### config.mk
export PLATFORM = sky130hd
export DESIGN_NAME = bia_ctrl
export DESIGN_NICKNAME = d
export VERILOG_FILES = /design/src/hdl/bia_pkg.sv /design/src/hdl/bia_ctrl.sv
export SDC_FILE = /design/constraint.sdc
export NUM_CORES = 1
export LEC_CHECK = 0
export ABC_AREA = 0
export BUFFER_PORTS_ARGS = -buffer_cell sky130_fd_sc_hd__buf_2
export CELL_PAD_IN_SITES_DETAIL_PLACEMENT = 0
export CELL_PAD_IN_SITES_GLOBAL_PLACEMENT = 1
export CORE_AREA = 4 4 41 43
export DETAILED_ROUTE_END_ITERATION = 10
export DIE_AREA = 0 0 45 47
export PLACE_DENSITY_LB_ADDON = 0.1
export SLEW_MARGIN = 20
export SYNTH_ARGS = -nofsm -noshare
export SYNTH_HDL_FRONTEND = slang
export SYNTH_SLANG_ARGS = --single-unit
### constraint.sdc
create_clock -name clk -period 1.6 [get_ports clk]
set_clock_uncertainty 0.2 [all_clocks]
set_input_delay 0.32 -clock clk [delete_from_list [all_inputs] [get_ports clk]]
set_output_delay 0.32 -clock clk [all_outputs]
set_load 0.01 [all_outputs]
### src/hdl/bia_pkg.sv
// Shared types, constants and helpers for the bitmap ID allocator.
`default_nettype none

package bia_pkg;

    localparam int CAPACITY     = 1024;
    localparam int WORD_BITS    = 64;
    localparam int CONTEXT_BITS = 32;
    localparam int WORD_COUNT   = (CAPACITY + WORD_BITS - 1) / WORD_BITS;
    localparam int INDEX_W      = 10;
    localparam int COUNT_W      = $clog2(CAPACITY + 1);
    localparam int WORD_IDX_W   = (WORD_COUNT > 1) ? $clog2(WORD_COUNT) : 1;
    localparam int BIT_IDX_W    = $clog2(WORD_BITS);

    typedef enum logic [1:0] {
        KIND_GET    = 2'd0,
        KIND_PUT    = 2'd1,
        KIND_LOOKUP = 2'd2
    } kind_t;

    typedef enum logic [1:0] {
        STATUS_OK         = 2'd0,
        STATUS_NONE_FREE  = 2'd1,
        STATUS_NO_CONTEXT = 2'd2,
        STATUS_BAD        = 2'd3
    } status_t;

    typedef enum logic [1:0] {
        S_IDLE,
        S_READ,
        S_SCAN,
        S_CHECK
    } fsm_state_t;

    typedef struct packed {
        logic [1:0]  kind;
        logic [9:0]  target_index;
        logic [31:0] context_value;
    } in_req_t;

    typedef struct packed {
        status_t     status;
        logic [9:0]  granted_index;
        logic [31:0] context_out;
    } out_rsp_t;

    // Commands from the controller to the datapath
    typedef struct packed {
        logic load;
        logic cfg_write;
        logic scan_step;
        logic scan_commit;
        logic check_commit;
    } ctrl_cmd_t;

    // Status from the datapath to the controller
    typedef struct packed {
        logic [1:0] kind;
        logic       word_nonzero;
        logic       scan_last;
        logic       used_full;
    } dp_status_t;

    // Free-map word w after init with an ID count of count (IDs below count free)
    function automatic logic [WORD_BITS-1:0] init_word(input logic [COUNT_W-1:0] count,
                                                       input int w);
        int base;
        int cnt;
        logic [WORD_BITS-1:0] word;
        base = w * WORD_BITS;
        cnt  = int'(count);
        if (cnt >= base + WORD_BITS) begin
            word = '1;
        end
        else if (cnt <= base) begin
            word = '0;
        end
        else begin
            word = ~({WORD_BITS{1'b1}} << (cnt - base));
        end
        return word;
    endfunction

endpackage

`default_nettype wire

### src/hdl/bia_ctrl.sv
// Controller state machine of the bitmap ID allocator.
`default_nettype none

module bia_ctrl (
    input  wire logic                 clk,
    input  wire logic                 rst_n,
    input  wire logic                 in_valid,
    output logic                      in_ready,
    output logic                      out_valid,
    input  wire logic                 out_ready,
    input  wire logic                 cfg_valid,
    output logic                      cfg_ready,
    input  wire bia_pkg::dp_status_t  dp_status,
    output bia_pkg::ctrl_cmd_t        cmd
);

    bia_pkg::fsm_state_t state_reg;
    bia_pkg::fsm_state_t state_next;
    logic                out_valid_reg;
    logic                out_valid_next;
    logic                slot_free;

    assign slot_free = !out_valid_reg || out_ready;

    always_ff @(posedge clk or negedge rst_n)
    begin
        if (!rst_n)
        begin
            state_reg     <= bia_pkg::S_IDLE;
            out_valid_reg <= 1'b0;
        end
        else
        begin
            state_reg     <= state_next;
            out_valid_reg <= out_valid_next;
        end
    end

    always_comb
    begin
        state_next = state_reg;
        cmd        = '0;
        in_ready   = 1'b0;
        cfg_ready  = 1'b0;

        case (state_reg)
            bia_pkg::S_IDLE:
            begin
                in_ready      = 1'b1;
                cfg_ready     = 1'b1;
                cmd.cfg_write = cfg_valid;
                if (in_valid)
                begin
                    cmd.load   = 1'b1;
                    state_next = bia_pkg::S_READ;
                end
            end
            bia_pkg::S_READ:
            begin
                if (dp_status.kind == bia_pkg::KIND_GET)
                begin
                    state_next = bia_pkg::S_SCAN;
                end
                else
                begin
                    state_next = bia_pkg::S_CHECK;
                end
            end
            bia_pkg::S_SCAN:
            begin
                if (slot_free)
                begin
                    if (dp_status.used_full || dp_status.word_nonzero || dp_status.scan_last)
                    begin
                        cmd.scan_commit = 1'b1;
                        state_next      = bia_pkg::S_IDLE;
                    end
                    else
                    begin
                        cmd.scan_step = 1'b1;
                    end
                end
            end
            bia_pkg::S_CHECK:
            begin
                if (slot_free)
                begin
                    cmd.check_commit = 1'b1;
                    state_next       = bia_pkg::S_IDLE;
                end
            end
            default:
            begin
                state_next = bia_pkg::S_IDLE;
            end
        endcase

        if (cmd.scan_commit || cmd.check_commit)
        begin
            out_valid_next = 1'b1;
        end
        else if (out_ready)
        begin
            out_valid_next = 1'b0;
        end
        else
        begin
            out_valid_next = out_valid_reg;
        end
    end

    assign out_valid = out_valid_reg;

endmodule

`default_nettype wire

* Word-level counts from Yosys, hierarchy flattened
Index checks and enable logic that the tools add are counted.
** Operators by class
- Equality and inequality tests :: 7
- Multiplexer cells :: 17
- Reduce and logical (&&, ||, !) cells :: 9
** Operator list (number)
- $mux W2 :: 7
- $mux W1 :: 9
- $ne A2 B2 Y1 const B :: 4
- $pmux W2 S4 :: 1
- $eq A2 B2 Y1 const B :: 2
- $logic_not A2 Y1 :: 2
- $logic_or A1 B1 Y1 :: 4
- $reduce_and A4 Y1 :: 1
- $eq A2 B1 Y1 const B :: 1
- $reduce_bool A2 Y1 :: 1
- $logic_not A1 Y1 :: 1
** Storage, ports and cells
- Bits in registers :: 3
- Input bits :: 10
- Output and inout port bits :: 8
- Word-level logic and storage cells :: 35

* Depth between registers and ports, before layout
- Word-level depth :: 7
- Mapped depth :: 2
- Gate-level depth less buffers :: 2

* Worst setup path before layout
No wires, ideal clock.
- Kind :: reg-to-output
- From :: register state_reg[0]
- To :: output port cmd[2] (netlist bit)
- Data arrival time :: 1.136 ns
- Data required time :: 1.080 ns
- Setup slack :: -0.056 ns
- Stages on the path, launching flop included :: 3
- Buffers on the path :: 0
- Cell sequence :: dfrtp_1 or4_4 nor3b_2
** RTL lines
- start: declaration :: line bia_ctrl.sv:17 : bia_pkg::fsm_state_t state_reg;
- start signal: assignment :: line bia_ctrl.sv:29 : state_reg <= bia_pkg::S_IDLE;
- start signal: assignment :: line bia_ctrl.sv:34 : state_reg <= state_next;
- end: declaration :: line bia_ctrl.sv:14 : output bia_pkg::ctrl_cmd_t cmd

==> metrics.md <==
| Metric | Value |
|---|---|
| Synth cell types | `16` |
| HP Class | `primary input to asynchronous set/reset pin` |
| Layout overhead on the synthesized area | `123%` |
| Pre-CTS WS | `-0.236 ns` |
| Global-route wire length before repair | `approximately 960 um` |
| Crit path DAT | `1.35 ns` |
| Filler Cells Inserted | `149` |
| WL met1 | `about 250 um` |
| Bufs on Longest Clock Path | `2` |
| Slew Viols, Final | `0` |
| Die area | `approximately 2100 um^2` |
| CP Max Fanout | `2` |
| Synth top area share | `38.7%` |
| Avg Cell Area, Syn | `9.70 um^2` |
| Most frequent cells in the layout | `buf_2, buf_6, clkbuf_4, buf_4` |
| Num rows | `13` |
| FMAX | `535 MHz` |
| Worst stage delay on the critical path | `0.44 ns` |
| Reg power frac | `21.2%` |
| IO Count | `18` |
| Clock share of power | `16.3%` |
| Core box area | `1300 um^2` |
| EDFF count, synth | `0` |
| Clock-pin slew on the worst setup and hold paths | `0.04 ns` |
| Post-synth top flop | `dfrtp_1` |
| H-Tree Depth | `1` |
| Clock root cell | `clkbuf_4` |
| Post-Synthesis Cells | `20` |
| Fin cells | `61` |
| Largest net degree at the start of global routing | `9` |
| Synth Register Bits | `3` |
| Final setup fails | `7` |
| Tot GR Track Use | `6.57%` |
| Setup CP Type | `flip-flop to output port` |
| Req. time, crit path | `roughly 1.1 ns` |
| Initial core utilization | `14.9%` |
| Gate power share | `between 60% and 70%` |
| Die H | `roughly 47 um` |
| Initial antenna violation count | `0` |
| Post-route clock period utilization | `117%` |
| Final Critical Period | `1.87 ns` |
| Sequential share of the synthesized area | `38.7%` |
| Met3 wire len | `62 um` |
| Vias per Instance | `between 3 and 4` |
| Largest area contributor in the netlist | `dfrtp_1` |
| Initial DRC Count | `0` |
| Switch share | `35.8%` |
| Max reg flops | `2` |
| Cell Area, Synth | `194 um^2` |
| TritonRoute pass-1 iters | `1` |
| Worst-path cell chain | `or4_4, nor3b_4, buf_2` |
| Placer Congestion | `0.666` |
| Slew headroom | `75.8%` |
| Commonest non-fill, non-tap cell in the layout | `buf_2` |
| Synth area leaders | `dfrtp_1, and2_1, nor3b_2` |
| Die Span X | `45 um` |
| Worst-Margin Slew | `0.360 ns` |
| Layout cells sized above 1 | `69.6%` |
| Post-detailed-route wirelength per cell | `11.2 um` |
| Final nets | `57` |
| Placed cell count | `54` |
| RSZ-0062 raised after global routing | `true` |
| Slowest-stage cell, CP | `or4_4` |
| Worst Setup Start Kind | `flip-flop` |
| Mapped Nets | `30` |
| Status | `finished, violations left` |
| # clock sinks | `3` |
| Synth warn | `0` |
| Vias | `239` |
| Clk_lat worst skew | `between 0.2 and 0.25 ns` |
| Max Cap Viol | `0` |
| DP Wirelength | `531 um` |
| Diodes inserted | `0` |
| Crit. End Element | `output port` |
| CTS Buf Count | `3` |
| I/O Buffers | `17` |
| Final antenna-violating net count | `0` |
| Top sig layer | `met3` |
| P_sw | `285 uW` |
| Internal | `511 uW` |
| TritonCTS clock tree | `built` |
| Routed WL | `684 um` |
| Wire length on met2 | `approximately 370 um` |
| PD cells | `1850 nW/um^2` |
| Peak VDD IR | `0.750 mV` |
| Final Hold Fails | `0` |
| DR DRC count | `0` |
| Failing checks | `setup timing` |
| LEAKAGE | `0.000211 uW` |
| Grt ovf | `0` |
| FFs w/ async S/R, synth | `100%` |
| Vias in the first global route | `245` |
| Setup ws final | `-0.269 ns` |
[metal layers]
layer / track usage (%) / up-vias
met2: 10.2 / 10
met3: 3.07 / 0
met5: 0 / -
met4: 5.26 / 0
li1: - / 126
met1: 6.85 / 103
[critical path: cells and delay by family (launching register included)]
kind / cells / cell delay, ns
DFF: 1 / 0.37
buffers and inverters: 1 / 0.15
and+or+nand+nor: 2 / 0.60
[synthesized netlist by cell type (all sizes together) (2+ instances only)]
master  n
dfrtp   3
and2    2
nor2    2
nor3b   2
[through the flow]
step	setup TNS [ns]	hold WS, ns	power, uW	cell area [um^2]	util [%]
6_report	-0.831	0.214	797	432	33.2
2_1_floorplan	-0.0213	-0.176	340	200	-
4_1_cts	-0.551	0.204	672	378	29.0
3_5_place_dp	-0.253	-0.0824	487	319	24.5
5_1_grt	-1.29	0.223	847	432	33.2
3_3_place_gp	-0.239	-0.0841	487	319	24.5
[cell families (layout without fill, tap and decap cells)]
family,Yosys count,in the layout,synth area share [%]
buf+inv,1,27,3.87
flops,3,3,38.7
compound gates,3,3,11.6
simple gates,13,13,45.8
[final cells by class]
type | instances | area [um^2] | area share, %
clock buffer | 4 | 26.3 | 6.09
timing repair buffer | 23 | 159 | 36.8
tap | 15 | 18.8 | 4.35
sequential | 3 | 76.3 | 17.7
multi-input combinational | 16 | 151 | 35.1
[path summary, 6_finish.rpt]
path | startpoint | endpoint | slack [ns] | cells past startpoint
worst max-delay path | state_reg[0] | cmd[2] | -0.27 | 3
worst min-delay path | rst_n | state_reg[1] | 0.21 | 2
worst max register to register | state_reg[0] | out_valid | 0.16 | 3
worst min register to register | state_reg[1] | state_reg[1] | 0.40 | 1
max in group asynchronous | rst_n | state_reg[1] | 0.87 | 2
min in group clk | in_valid | state_reg[0] | 0.21 | 3
[timing repair]
| item | in CTS | in global routing |
|---|---|---|
| endpoints found under the setup margin | 7 | 7 |
| pin swaps | 1 | 3 |
| endpoints found under the hold margin | 3 | 0 |
| setup buffers | 0 | 2 |
| gates resized for setup | 6 | 7 |
| hold buffers | 1 | 0 |
[power groups by stage]
stage | logic [uW] | clock network (uW) | registers [uW]
floorplan | 179 | 0 | 162
global route | 525 | 145 | 176
global placement | 329 | 0 | 158
CTS | 368 | 138 | 166
detailed placement | 332 | 0 | 155
finish | 497 | 130 | 169
(Power assumes the default switching activity.)
